`src/rtl/ssb_pkg.sv`:
```
// Shared types and constants for the scaled sprite blitter.
// Used by the controller, the datapath and the top level; depends on nothing.
`timescale 1ns / 1ps
`default_nettype none

package ssb_pkg;

    localparam int COLOR_W    = 16;
    localparam int CNT_W      = 9;
    localparam int SIZE_W     = 10;
    localparam int ORG_W      = 11;
    localparam int SCALE_W    = 4;
    localparam int STRIDE_W   = 11;
    localparam int SUB_W      = 3;
    localparam int FY_W       = 15;
    localparam int LIN_W      = FY_W + STRIDE_W + 1;
    localparam int CFG_IDX_W  = 3;
    localparam int CFG_DATA_W = 11;

    localparam logic [CFG_IDX_W-1:0] REG_ORIGIN_X      = 3'd0;
    localparam logic [CFG_IDX_W-1:0] REG_ORIGIN_Y      = 3'd1;
    localparam logic [CFG_IDX_W-1:0] REG_SPRITE_WIDTH  = 3'd2;
    localparam logic [CFG_IDX_W-1:0] REG_SPRITE_HEIGHT = 3'd3;
    localparam logic [CFG_IDX_W-1:0] REG_SCALE         = 3'd4;
    localparam logic [CFG_IDX_W-1:0] REG_ROW_STRIDE    = 3'd5;

    typedef enum logic [2:0] {
        ST_IDLE,
        ST_SETUP_A,
        ST_SETUP_B,
        ST_RUN,
        ST_FLUSH
    } state_t;

    typedef struct packed {
        logic load;
        logic setup_a;
        logic setup_b;
        logic step;
        logic flush;
    } cmd_t;

    typedef struct packed {
        logic blank;
        logic last_step;
        logic cand_ok;
        logic pending_valid;
        logic out_free;
    } status_t;

endpackage

`default_nettype wire

```
`src/rtl/ssb_ctrl.sv`:
```
// Controller of the scaled sprite blitter: sequences setup, write issue and flush.
// Depends on ssb_pkg; drives the datapath through cmd_t and reads status_t.
`timescale 1ns / 1ps
`default_nettype none

module ssb_ctrl
    import ssb_pkg::*;
(
    input  wire     aclk,
    input  wire     aresetn,
    input  wire     in_valid,
    output logic    in_ready,
    input  status_t status,
    output cmd_t    cmd
);

    state_t state_reg;
    state_t state_next;
    logic   stall;

    always_ff @(posedge aclk) begin
        if (!aresetn) begin
            state_reg <= ST_IDLE;
        end else begin
            state_reg <= state_next;
        end
    end

    // A kept write can only leave the holding register when the output word is free.
    assign stall = status.cand_ok && status.pending_valid && !status.out_free;

    always_comb begin
        state_next = state_reg;
        cmd        = '0;
        in_ready   = 1'b0;
        unique case (state_reg)
            ST_IDLE: begin
                // The input is held off during reset so that no word is taken and lost.
                in_ready = aresetn;
                if (in_valid && aresetn) begin
                    cmd.load = 1'b1;
                    if (!status.blank) begin
                        state_next = ST_SETUP_A;
                    end
                end
            end
            ST_SETUP_A: begin
                cmd.setup_a = 1'b1;
                state_next  = ST_SETUP_B;
            end
            ST_SETUP_B: begin
                cmd.setup_b = 1'b1;
                state_next  = ST_RUN;
            end
            ST_RUN: begin
                if (!stall) begin
                    cmd.step = 1'b1;
                    if (status.last_step) begin
                        state_next = ST_FLUSH;
                    end
                end
            end
            ST_FLUSH: begin
                if (!status.pending_valid) begin
                    state_next = ST_IDLE;
                end else if (status.out_free) begin
                    cmd.flush  = 1'b1;
                    state_next = ST_IDLE;
                end
            end
            default: begin
                state_next = ST_IDLE;
            end
        endcase
    end

    a_push_needs_room: assert property (@(posedge aclk) disable iff (!aresetn)
        (cmd.step && status.cand_ok && status.pending_valid) |-> status.out_free)
        else $error("kept write pushed into an occupied output word");

    a_last_step_flushes: assert property (@(posedge aclk) disable iff (!aresetn)
        (cmd.step && status.last_step) |=> (state_reg == ST_FLUSH))
        else $error("last sub-pixel step not followed by flush");

endmodule

`default_nettype wire

```
`src/rtl/ssb_datapath.sv`:
```
// Datapath of the scaled sprite blitter: registers, source counters, address
// arithmetic, holding register for run_last lookahead and output word. Uses ssb_pkg.
`timescale 1ns / 1ps
`default_nettype none

module ssb_datapath
    import ssb_pkg::*;
#(
    parameter int ADDR_BITS = 17,
    parameter int MAX_SCALE = 8
) (
    input  wire                                             aclk,
    input  wire                                             aresetn,
    input  wire                                             cfg_wr_en,
    input  wire  [CFG_IDX_W-1:0]                            cfg_addr,
    input  wire  [CFG_DATA_W-1:0]                           cfg_wdata,
    input  wire  [COLOR_W-1:0]                              s_tdata,
    input  cmd_t                                            cmd,
    output status_t                                         status,
    input  wire                                             m_tready,
    output logic                                            m_tvalid,
    output logic [((ADDR_BITS + COLOR_W + 7) / 8) * 8-1:0]  m_tdata,
    output logic                                            m_tlast,
    output logic                                            m_tuser
);

    localparam int TDATA_W = ((ADDR_BITS + COLOR_W + 7) / 8) * 8;

    // Configuration registers.
    logic [ORG_W-1:0]    origin_x_reg;
    logic [ORG_W-1:0]    origin_y_reg;
    logic [SIZE_W-1:0]   sprite_width_reg;
    logic [SIZE_W-1:0]   sprite_height_reg;
    logic [SCALE_W-1:0]  scale_reg;
    logic [STRIDE_W-1:0] row_stride_reg;

    // Source position.
    logic [CNT_W-1:0]    source_column_reg;
    logic [CNT_W-1:0]    source_row_reg;
    logic [CNT_W-1:0]    col_lat_reg;
    logic [CNT_W-1:0]    row_lat_reg;
    logic [COLOR_W-1:0]  pixel_reg;
    logic                done_reg;

    // Address generation.
    logic [FY_W-1:0]         fy0_reg;
    logic [FY_W-1:0]         fx0_reg;
    logic [FY_W-1:0]         fx_reg;
    logic signed [LIN_W-1:0] rowbase_reg;
    logic [SUB_W-1:0]        sub_j_reg;
    logic [SUB_W-1:0]        sub_k_reg;
    logic [ADDR_BITS-1:0]    pend_addr_reg;
    logic                    pending_valid_reg;

    // Output word.
    logic                 m_valid_reg;
    logic [ADDR_BITS-1:0] m_addr_reg;
    logic [COLOR_W-1:0]   m_color_reg;
    logic                 m_last_reg;
    logic                 m_done_reg;

    logic [SCALE_W-1:0]       s_eff;
    logic [CNT_W-1:0]         w_m1;
    logic [CNT_W-1:0]         h_m1;
    logic                     last_col;
    logic                     last_row;
    logic [CNT_W+SCALE_W-1:0] row_scaled;
    logic [CNT_W+SCALE_W-1:0] col_scaled;
    logic [FY_W-1:0]          fy0_next;
    logic [FY_W-1:0]          fx0_next;
    logic signed [LIN_W-1:0]  row_prod;
    logic signed [LIN_W-1:0]  cand;
    logic                     cand_ok;
    logic                     j_end;
    logic                     k_end;
    logic                     out_free;
    logic                     push;

    assign s_eff = (scale_reg > SCALE_W'(MAX_SCALE)) ? SCALE_W'(MAX_SCALE) : scale_reg;

    always_comb begin
        if (sprite_width_reg <= SIZE_W'(1)) begin
            w_m1 = '0;
        end else if (sprite_width_reg > SIZE_W'(512)) begin
            w_m1 = '1;
        end else begin
            w_m1 = CNT_W'(sprite_width_reg - SIZE_W'(1));
        end
        if (sprite_height_reg <= SIZE_W'(1)) begin
            h_m1 = '0;
        end else if (sprite_height_reg > SIZE_W'(512)) begin
            h_m1 = '1;
        end else begin
            h_m1 = CNT_W'(sprite_height_reg - SIZE_W'(1));
        end
    end

    assign last_col = source_column_reg >= w_m1;
    assign last_row = source_row_reg >= h_m1;

    assign row_scaled = {{SCALE_W{1'b0}}, row_lat_reg} * {{CNT_W{1'b0}}, s_eff};
    assign col_scaled = {{SCALE_W{1'b0}}, col_lat_reg} * {{CNT_W{1'b0}}, s_eff};
    assign fy0_next = {{(FY_W-ORG_W){origin_y_reg[ORG_W-1]}}, origin_y_reg}
                    + FY_W'(row_scaled);
    assign fx0_next = {{(FY_W-ORG_W){origin_x_reg[ORG_W-1]}}, origin_x_reg}
                    + FY_W'(col_scaled);
    assign row_prod = $signed({{(LIN_W-FY_W){fy0_reg[FY_W-1]}}, fy0_reg})
                    * $signed({{(LIN_W-STRIDE_W){1'b0}}, row_stride_reg});

    // Linear address of the current sub-pixel and its bounds check.
    assign cand    = rowbase_reg + $signed({{(LIN_W-FY_W){fx_reg[FY_W-1]}}, fx_reg});
    assign cand_ok = !cand[LIN_W-1] && (cand[LIN_W-2:ADDR_BITS] == '0);

    assign j_end = {1'b0, sub_j_reg} == (s_eff - SCALE_W'(1));
    assign k_end = {1'b0, sub_k_reg} == (s_eff - SCALE_W'(1));

    assign out_free = !m_valid_reg || m_tready;
    // A held write goes out once a later kept write exists, or at flush with run_last.
    assign push = (cmd.step && cand_ok && pending_valid_reg) || cmd.flush;

    assign status.blank         = (s_tdata == '0) || (s_eff == '0);
    assign status.last_step     = j_end && k_end;
    assign status.cand_ok       = cand_ok;
    assign status.pending_valid = pending_valid_reg;
    assign status.out_free      = out_free;

    always_ff @(posedge aclk) begin
        if (!aresetn) begin
            origin_x_reg      <= '0;
            origin_y_reg      <= '0;
            sprite_width_reg  <= SIZE_W'(1);
            sprite_height_reg <= SIZE_W'(1);
            scale_reg         <= SCALE_W'(1);
            row_stride_reg    <= STRIDE_W'(320);
        end else if (cfg_wr_en) begin
            unique case (cfg_addr)
                REG_ORIGIN_X:      origin_x_reg      <= cfg_wdata[ORG_W-1:0];
                REG_ORIGIN_Y:      origin_y_reg      <= cfg_wdata[ORG_W-1:0];
                REG_SPRITE_WIDTH:  sprite_width_reg  <= cfg_wdata[SIZE_W-1:0];
                REG_SPRITE_HEIGHT: sprite_height_reg <= cfg_wdata[SIZE_W-1:0];
                REG_SCALE:         scale_reg         <= cfg_wdata[SCALE_W-1:0];
                REG_ROW_STRIDE:    row_stride_reg    <= cfg_wdata[STRIDE_W-1:0];
                default: ;
            endcase
        end
    end

    always_ff @(posedge aclk) begin
        if (!aresetn) begin
            source_column_reg <= '0;
            source_row_reg    <= '0;
        end else if (cmd.load) begin
            if (last_col) begin
                source_column_reg <= '0;
                source_row_reg    <= last_row ? '0 : source_row_reg + CNT_W'(1);
            end else begin
                source_column_reg <= source_column_reg + CNT_W'(1);
            end
        end
    end

    always_ff @(posedge aclk) begin
        if (cmd.load) begin
            col_lat_reg <= source_column_reg;
            row_lat_reg <= source_row_reg;
            pixel_reg   <= s_tdata;
            done_reg    <= last_col && last_row;
        end
        if (cmd.setup_a) begin
            fy0_reg <= fy0_next;
            fx0_reg <= fx0_next;
        end
        if (cmd.setup_b) begin
            rowbase_reg <= row_prod;
            fx_reg      <= fx0_reg;
            sub_j_reg   <= '0;
            sub_k_reg   <= '0;
        end else if (cmd.step) begin
            if (j_end) begin
                sub_j_reg   <= '0;
                sub_k_reg   <= sub_k_reg + SUB_W'(1);
                fx_reg      <= fx0_reg;
                rowbase_reg <= rowbase_reg + $signed({{(LIN_W-STRIDE_W){1'b0}}, row_stride_reg});
            end else begin
                sub_j_reg <= sub_j_reg + SUB_W'(1);
                fx_reg    <= fx_reg + FY_W'(1);
            end
            if (cand_ok) begin
                pend_addr_reg <= cand[ADDR_BITS-1:0];
            end
        end
        if (push) begin
            m_addr_reg  <= pend_addr_reg;
            m_color_reg <= pixel_reg;
            m_last_reg  <= cmd.flush;
            m_done_reg  <= done_reg;
        end
    end

    always_ff @(posedge aclk) begin
        if (!aresetn) begin
            pending_valid_reg <= 1'b0;
            m_valid_reg       <= 1'b0;
        end else begin
            if (cmd.setup_b || cmd.flush) begin
                pending_valid_reg <= 1'b0;
            end else if (cmd.step && cand_ok) begin
                pending_valid_reg <= 1'b1;
            end
            if (push) begin
                m_valid_reg <= 1'b1;
            end else if (m_tready) begin
                m_valid_reg <= 1'b0;
            end
        end
    end

    assign m_tvalid = m_valid_reg;
    assign m_tdata  = TDATA_W'({m_color_reg, m_addr_reg});
    assign m_tlast  = m_last_reg;
    assign m_tuser  = m_done_reg;

    // After the last step the sub-row index has moved one past the block while
    // the final write waits for flush.
    a_sub_index_in_block: assert property (@(posedge aclk) disable iff (!aresetn)
        pending_valid_reg |-> ({1'b0, sub_j_reg} < s_eff && {1'b0, sub_k_reg} <= s_eff))
        else $error("sub-pixel index outside the scale block");

endmodule

`default_nettype wire

```
`src/rtl/scaled_sprite_blit_unit.sv`:
```
// Scaled sprite blitter with colour-key transparency: top level.
// Instantiates ssb_ctrl and ssb_datapath; uses ssb_pkg.
//
// Source pixels enter one word at a time in raster order; every non-zero
// pixel is replicated into a scale x scale block of framebuffer writes,
// sub-rows outermost, and writes whose linear address falls outside the
// framebuffer are dropped. ST_IDLE takes each word, making no write for a
// transparent one. For a coloured one ST_SETUP_A and ST_SETUP_B form the
// block origin and row base address (registered multiplies), ST_RUN steps
// the sub-pixels through the single address adder and bounds check, stalling
// while a held write must move into a busy output word, and ST_FLUSH releases
// the final write with tlast. Each kept write is held until the next kept
// write or the flush, so tlast can mark the last even when later sub-pixels
// are clipped. The user writes registers only while the block is idle; unenforced.
`timescale 1ns / 1ps
`default_nettype none

module scaled_sprite_blit_unit
    import ssb_pkg::*;
#(
    parameter int ADDR_BITS = 17,
    parameter int MAX_SCALE = 8
) (
    input  wire                                             aclk,
    input  wire                                             aresetn,
    input  wire                                             cfg_wr_en,
    input  wire  [CFG_IDX_W-1:0]                            cfg_addr,
    input  wire  [CFG_DATA_W-1:0]                           cfg_wdata,
    input  wire                                             s_tvalid,
    output logic                                            s_tready,
    input  wire  [COLOR_W-1:0]                              s_tdata,  // pixel_value
    output logic                                            m_tvalid,
    input  wire                                             m_tready,
    // write_address, then write_color, zero padded to whole bytes
    output logic [((ADDR_BITS + COLOR_W + 7) / 8) * 8-1:0]  m_tdata,
    output logic                                            m_tlast,  // run_last
    output logic                                            m_tuser   // sprite_done
);

    cmd_t    cmd;
    status_t status;

    ssb_ctrl u_ctrl (
        .aclk     (aclk),
        .aresetn  (aresetn),
        .in_valid (s_tvalid),
        .in_ready (s_tready),
        .status   (status),
        .cmd      (cmd)
    );

    ssb_datapath #(
        .ADDR_BITS (ADDR_BITS),
        .MAX_SCALE (MAX_SCALE)
    ) u_datapath (
        .aclk      (aclk),
        .aresetn   (aresetn),
        .cfg_wr_en (cfg_wr_en),
        .cfg_addr  (cfg_addr),
        .cfg_wdata (cfg_wdata),
        .s_tdata   (s_tdata),
        .cmd       (cmd),
        .status    (status),
        .m_tready  (m_tready),
        .m_tvalid  (m_tvalid),
        .m_tdata   (m_tdata),
        .m_tlast   (m_tlast),
        .m_tuser   (m_tuser)
    );

endmodule

`default_nettype wire
```
`config.mk`:
```
export PLATFORM = sky130hd
export DESIGN_NAME = scaled_sprite_blit_unit
export DESIGN_NICKNAME = d
export VERILOG_FILES = /design/src/rtl/ssb_pkg.sv /design/src/rtl/ssb_ctrl.sv /design/src/rtl/ssb_datapath.sv /design/src/rtl/scaled_sprite_blit_unit.sv
export SDC_FILE = /design/constraint.sdc
export NUM_CORES = 1
export LEC_CHECK = 0
export ABC_CLOCK_PERIOD_IN_PS = 5500
export BUFFER_PORTS_ARGS = -buffer_cell sky130_fd_sc_hd__clkbuf_2
export CORE_MARGIN = 10
export CORE_UTILIZATION = 55
export CTS_CLUSTER_DIAMETER = 150
export DETAILED_ROUTE_END_ITERATION = 12
export PLACE_DENSITY = 0.74
export SLEW_MARGIN = 20
export SYNTH_ARGS = -nofsm -noshare
export SYNTH_HDL_FRONTEND = slang
export SYNTH_SLANG_ARGS = --single-unit
```
`constraint.sdc`:
```
create_clock -name aclk -period 5.5 [get_ports aclk]
set_input_delay 0.55 -clock aclk [delete_from_list [all_inputs] [get_ports aclk]]
set_output_delay 0.55 -clock aclk [all_outputs]
set_load 0.1 [all_outputs]
```
==> Yosys cells after proc, flatten, opt, wreduce, memory -nomap -nowiden <==
Index checks and enable logic that the tools add are counted.
{ "word_totals": {"ff_bits": 245, "in_bits": 35} }
{ "op_classes": {"addsub": 12, "n_mul": 3, "magnitude_cmp": 7, "eq_ne": 16, "muxes": 33, "bitwise_logic": 2, "n_reduce_logical": 35} }
{ "op_table": {"columns": ["cell", "n"], "rows": [
  ["2-to-1 mux 27 bit", 3],
  ["2-to-1 mux 9 bit", 6],
  ["2-to-1 mux 15 bit", 3],
  ["adder 11 x 14 -> 15 bit", 2],
  ["adder 27 x 12 -> 27 bit", 1],
  ["adder 27 x 15 -> 27 bit", 1],
  ["multiplier 15 x 12 -> 27 bit", 1],
  ["multiplier 9 x 4 -> 13 bit", 2],
  ["2-to-1 mux 3 bit", 7],
  ["greater-than comparator 10 bit, second input constant", 2],
  ["less-or-equal comparator 10 x 1 -> 1 bit, second input constant", 2],
  ["adder 9 x 1 -> 9 bit, second input constant", 2],
  [">= comparator 9 bit", 2],
  ["AND reduction 2 bit", 9],
  ["subtractor 9 x 1 -> 9 bit, second input constant", 2],
  ["zero test 16 bit", 1],
  ["adder 15 x 1 -> 15 bit, second input constant", 1],
  ["one-hot mux 3 bit (5 select lines)", 1],
  ["equality test 3 x 2 -> 1 bit, second input constant", 4],
  ["2-to-1 mux 1 bit", 12],
  ["equality test 3 bit, second input constant", 3],
  ["zero test 9 bit", 1],
  ["equality test 3 x 4 -> 1 bit", 2],
  ["logical AND 1 bit", 8],
  ["other kinds (17)", 30]
]} }

==> Depth between registers and ports, before layout <==
{ "logic_depth": {"depth_word": 11, "ltp_mapped": 24, "depth_no_buf": 22} }

==> Modules after synthesis <==
Synthesis repeated with hierarchy kept, for this count alone.
{ "unflattened": {"hier_cells": 2285, "hier_area_um2": 21425.5} }
{ "by_module_without_submodules": {"columns": ["mod", "instances", "cells_each", "area_per_inst_um2", "seq_area_each_um2"], "rows": [
  ["ssb_datapath", 1, 2259, 21201.6, 6436.2],
  ["ssb_ctrl", 1, 26, 224.0, 60.1]
]} }

==> Worst setup path before layout <==
Ideal clock, no wire load.
{ "synth_timing": {"path_type": "register to register", "from": "reg u_datapath.row_stride_reg[5]", "to": "reg u_datapath.rowbase_reg[25] (data pin)", "arrival_time_ps": 5542, "setup_slack_ps": -304, "stages_incl_launch_ff": 22, "path_buffers": 1, "cell_sequence": "dfxtp_1 clkbuf_1 nand2_1 fa_1 fa_1 inv_1 fa_1 fa_1 inv_1 fa_1 inv_1 ha_1 a21o_1 a21oi_1 nor3b_1 a31oi_1 a311o_1 a211oi_1 o31ai_1 a21oi_1 xnor2_1 o21ai_0"} }
{ "synth_between": {"elab_chain_cells": 4, "elab_cells_between_ends": 5, "classes_between": "add/sub: 1; mul: 1; mux: 3"} }
{ "synth_lines": {"columns": ["item", "line", "rtl"], "rows": [
  ["start, declared", "ssb_datapath.sv:35", "logic [STRIDE_W-1:0] row_stride_reg;"],
  ["start signal, assigned", "ssb_datapath.sv:142", "REG_ROW_STRIDE: row_stride_reg <= cfg_wdata[STRIDE_W-1:0];"],
  ["branches (longest 3 deep; another with multiplier 15 x 12 -> 27 bit)", null, null],
  ["2-to-1 mux 27 bit (*)", "ssb_datapath.sv:173", "if (cmd.setup_b) begin"],
  ["end signal, assigned", "ssb_datapath.sv:174", "rowbase_reg <= row_prod;"],
  ["end signal, assigned", "ssb_datapath.sv:183", "rowbase_reg <= rowbase_reg + $signed({{(LIN_W-STRIDE_W){1'b0}}, row_stride_reg});"],
  ["end, declared", "ssb_datapath.sv:49", "logic signed [LIN_W-1:0] rowbase_reg;"]
]} }
Every way passes the cells marked *. The select of a mux whose other input is x is not followed.
A chain may end at the register's enable or synchronous reset.

==> Worst setup path after layout <==
{ "layout_timing": {"from": "reg u_datapath.fy0_reg[10]", "to": "reg u_datapath.rowbase_reg[25] (data pin)"} }
{ "layout_between": {"elab_chain_cells": 2} }
{ "layout_lines": {"columns": ["item", "line", "rtl"], "rows": [
  ["start, declared", "ssb_datapath.sv:46", "logic [FY_W-1:0] fy0_reg;"],
  ["start signal, assigned", "ssb_datapath.sv:170", "fy0_reg <= fy0_next;"],
  ["multiplier 15 x 12 -> 27 bit", "ssb_datapath.sv:108", "* $signed({{(LIN_W-STRIDE_W){1'b0}}, row_stride_reg});"],
  ["2-to-1 mux 27 bit", "ssb_datapath.sv:173", null]
]} }
No other way between the ends.

==> metrics.csv <==
stage,metric,value,unit
pwr,Clk pwr share,27.7,%
drt,vias,16120,
critical_path,crit path kind,reg -> reg,
clocking,Clock Sinks,245,
yosys,Synth top area share,22.51,%
status,status,"complete, but fails checks",
critical_path,Worst setup SP type,register,
sta,Rel. slew slack,38.78,%
clocking,"Reg clk slew, reported paths",0.06,ns
sta,Tightest Pin Transition,0.9143,ns
pwr,Psw,2.352,mW
floorplanning,Ports,79,
drt,wire length on met1,20950,microns
floorplanning,Initial Util,56.05,%
layout,Largest register FFs,27,
yosys,top post-synthesis cells by area,"edfxtp_1, fa_1, ha_1",
yosys,sequential share of the synthesized area,30.62,%
drt,uppermost layer routed,met5,
drt,Routed Antenna Nets,0,
pwr,Flop pwr share,34.0,%
sta,post-layout min period,5.644,ns
placed_design,post-DP HPWL,39890,microns
placed_design,gpl congestion,0.9118,
placed_design,dpl cells,2895,
sta,final hold violations,0,
critical_path,crit-path cells,buf_4 > nand2_1 > fa_1 > inv_1 > fa_1 > fa_1 > fa_1 > inv_1 > fa_1 > inv_1 > ha_1 > or2_2 > a21oi_2 > a31oi_4 > a311o_1 > a211oi_2 > o31ai_1 > a21oi_1 > xnor2_1 > o21ai_1,
floorplanning,Die W,216.4,microns
floorplanning,die area,46820,sq um
layout,NumNets Final,2842,
critical_path,critical path endpoint category,register,
sta,fin crit share,102.6,%
status,failing checks,negative setup slack,
run,max-cap violations,0,
sta,Final Skew,0.01682,ns
yosys,YS warnings,0,
global_route,global-route wire length before repair,81310,microns
sta,Hold WS,0.1830,ns
drt,Wirelength per Cell,16.90,microns
global_route,pin count of the biggest net entering global routing,59,
critical_path,peak fanout along the critical path,7,
yosys,"flops & latches, synth",245,
layout,Util after Layout,64.11,%
placed_design,number of I/O port buffers,71,
pwr,internal power,4.356,mW
floorplanning,core area,37840,sq um
drt,met2 wire len,24580,microns
layout,antenna cells,0,
drt,Via density,5.429,
sta,RSZ-0062 raised after global routing,true,
drt,Initial DRT Pass Iterations,5,
yosys,Post-Syn Area,21210,sq um
yosys,Synth cell types,81,
global_route,GRT overflow,0,
clocking,H-tree levels,1,
pwr,leakage,10.98,nW
critical_path,most common cell type on the critical path,fa_1,
clocking,worst skew pair latency,0.56,ns
yosys,Synth top cells by count,"nand2_1, inv_1, ha_1, fa_1, edfxtp_1",
layout,share of post-route cells with drive strength above 1,14.03,%
pwr,peak supply drop,0.2386,mV
clocking,clk buf depth,3,
pwr,Comb pwr share,38.3,%
sta,Pins Over Slew Limit,0,
drt,Initial DRC Count,946,
hold_path,Hold Crit Class,in -> reg,
floorplanning,number of core rows,71,
yosys,post-synth top area cell,edfxtp_1,
yosys,top_reg_cell synth,edfxtp_1,
clocking,Post-CTS Hold Buffers,0,
yosys,number of synthesized flops with an enable pin,159,
critical_path,Critical Path RT,5.78,ns
floorplanning,Die Span Y,216.4,microns
critical_path,Crit path largest cell delay,0.54,ns
global_route,All-Layer GR Usage,21.01,%
yosys,async set-reset flop share out of synthesis,0,%
clocking,clk root buf,clkbuf_16,
global_route,number of global-route vias before repair,16470,
drt,drt drc,0,
drt,met3 WL,2625,microns
layout,Finished Layout Cells,2970,
sta,FMAX,177.2,MHz
critical_path,CP max-delay cell,fa_1,
layout,Layout area overhead,14.37,%
sta,endpoints failing setup,3,
sta,Final WS setup,-0.1438,ns
yosys,"count leader, synth",nand2_1,
pwr,switching share of total power,35.07,%
critical_path,CP Data Arrival Time,5.93,ns
yosys,Mean Syn Cell Area,9.333,sq um
global_route,initial antenna violation count,1,
clocking,CTS tree,built,
clocking,TritonCTS Buffers,27,
drt,WL final,50180,microns
pwr,Pwr Density,276.5,nW/um^2
yosys,Mapped Cells,2273,
==> worst max-delay path, delay by kind of cell (launching register included) <==
kind	cells	cell delay [ns]
xor gates and xnor gates	1	0.14
AOI/OAI and AO/OA	7	1.14
DFF	1	0.48
buffers and inverters	4	0.32
and+or+nand+nor	2	0.37
adders and majority gates	6	2.89
==> repair_timing <==
action,CTS,global route
setup buffers,17,9
endpoints found under the setup margin,5,15
gates resized for setup,20,61
pin swaps,32,37
gates cloned,0,0
hold endpoints to repair,0,0
==> power groups by stage <==
stage	clock network (mW)	registers [mW]	logic, mW
3_5_place_dp	0	2.32	2.33
5_1_grt	1.96	2.29	2.86
3_3_place_gp	0	2.31	2.26
6_report	1.86	2.28	2.57
4_1_cts	1.88	2.28	2.40
2_1_floorplan	0	2.25	1.70
==> final timing paths <==
kind / startpoint / endpoint / slack [ns] / depth (start not counted)
hold reg to reg: u_datapath.pend_addr_reg[12]$_DFFE_PP_ / u_datapath.m_addr_reg[12]$_DFFE_PP_ / 0.42 / 0
setup / recovery: u_datapath.fy0_reg[10]$_DFFE_PP_ / u_datapath.rowbase_reg[25]$_DFFE_PP_ / -0.14 / 20
setup reg to reg: u_datapath.fy0_reg[10]$_DFFE_PP_ / u_datapath.rowbase_reg[25]$_DFFE_PP_ / -0.14 / 20
hold / removal: s_tdata[7] / u_datapath.pixel_reg[7]$_DFFE_PP_ / 0.18 / 1
==> stage by stage <==
stage | setup WS [ns] | TNS, ns | power [mW] | instance area, sq um
after detailed placement | -0.2549 | -0.5615 | 4.644 | 22820
after global routing | -0.3662 | -1.474 | 7.110 | 24260
after CTS | -0.1135 | -0.2142 | 6.561 | 23960
after floorplan | -0.01012 | -0.01012 | 3.950 | 21340
after global placement | -0.1622 | -0.2593 | 4.571 | 22820
final | -0.1438 | -0.2852 | 6.708 | 24260
==> layout by cell type, fill, tap and decap left out, types with 12 or more instances in the layout <==
cell       Yosys  final
xor2_1        69     69
nand3_1       33     32
and2_1       108    104
nand2b_1      18     18
nor3_1        20     18
a21oi_1      145    141
nor2b_1       15     13
nor2_1       118    118
inv_1        312    301
clkbuf_16      0     29
inv_2          1     12
nand2_1      341    333
buf_4          7    118
o21a_1        16     16
o211ai_1      12     12
dfxtp_1       86     80
xnor2_1       79     79
buf_6          2     12
a21o_1        30     30
clkbuf_2       0     71
o21bai_1      12     12
fa_1         184    180
o21ai_0       74     68
edfxtp_1     159    159
ha_1         185    174
nand4_1       20     20
or3_1         18     18
==> layer usage <==
layer | GRT usage [%] | vias to the layer above
met3 | 3.008 | 117
met5 | 0 | -
met2 | 36.20 | 408
met4 | 8.366 | 2
met1 | 26.10 | 7773
li1 | - | 7823
==> layout make-up <==
class / instances / area [sq um]
clock inverters: 13 / 130.1
multi-input cells: 1646 / 13560
flip-flops and latches: 245 / 6509
clock buffers: 37 / 795.8
well taps: 511 / 639.4
inverters: 313 / 1175
repair buffers: 205 / 1456
fillers: 3073 / 13580
==> logic make-up (layout without fill, tap and decap cells) <==
group | after synthesis | after routing | synth area share [%]
other | 1 | 7 | 0.01768
adder cells (fa/ha/maj) | 369 | 369 | 28.28
AND/OR/NAND/NOR | 737 | 737 | 16.30
flip-flops | 245 | 245 | 30.62
AO/OA/AOI/OAI | 374 | 374 | 11.07
multiplexers | 11 | 11 | 0.5250
buffers and inverters | 388 | 568 | 7.078
XOR/XNOR | 148 | 148 | 6.111
Note: power is estimated with default switching activity, not from simulation.
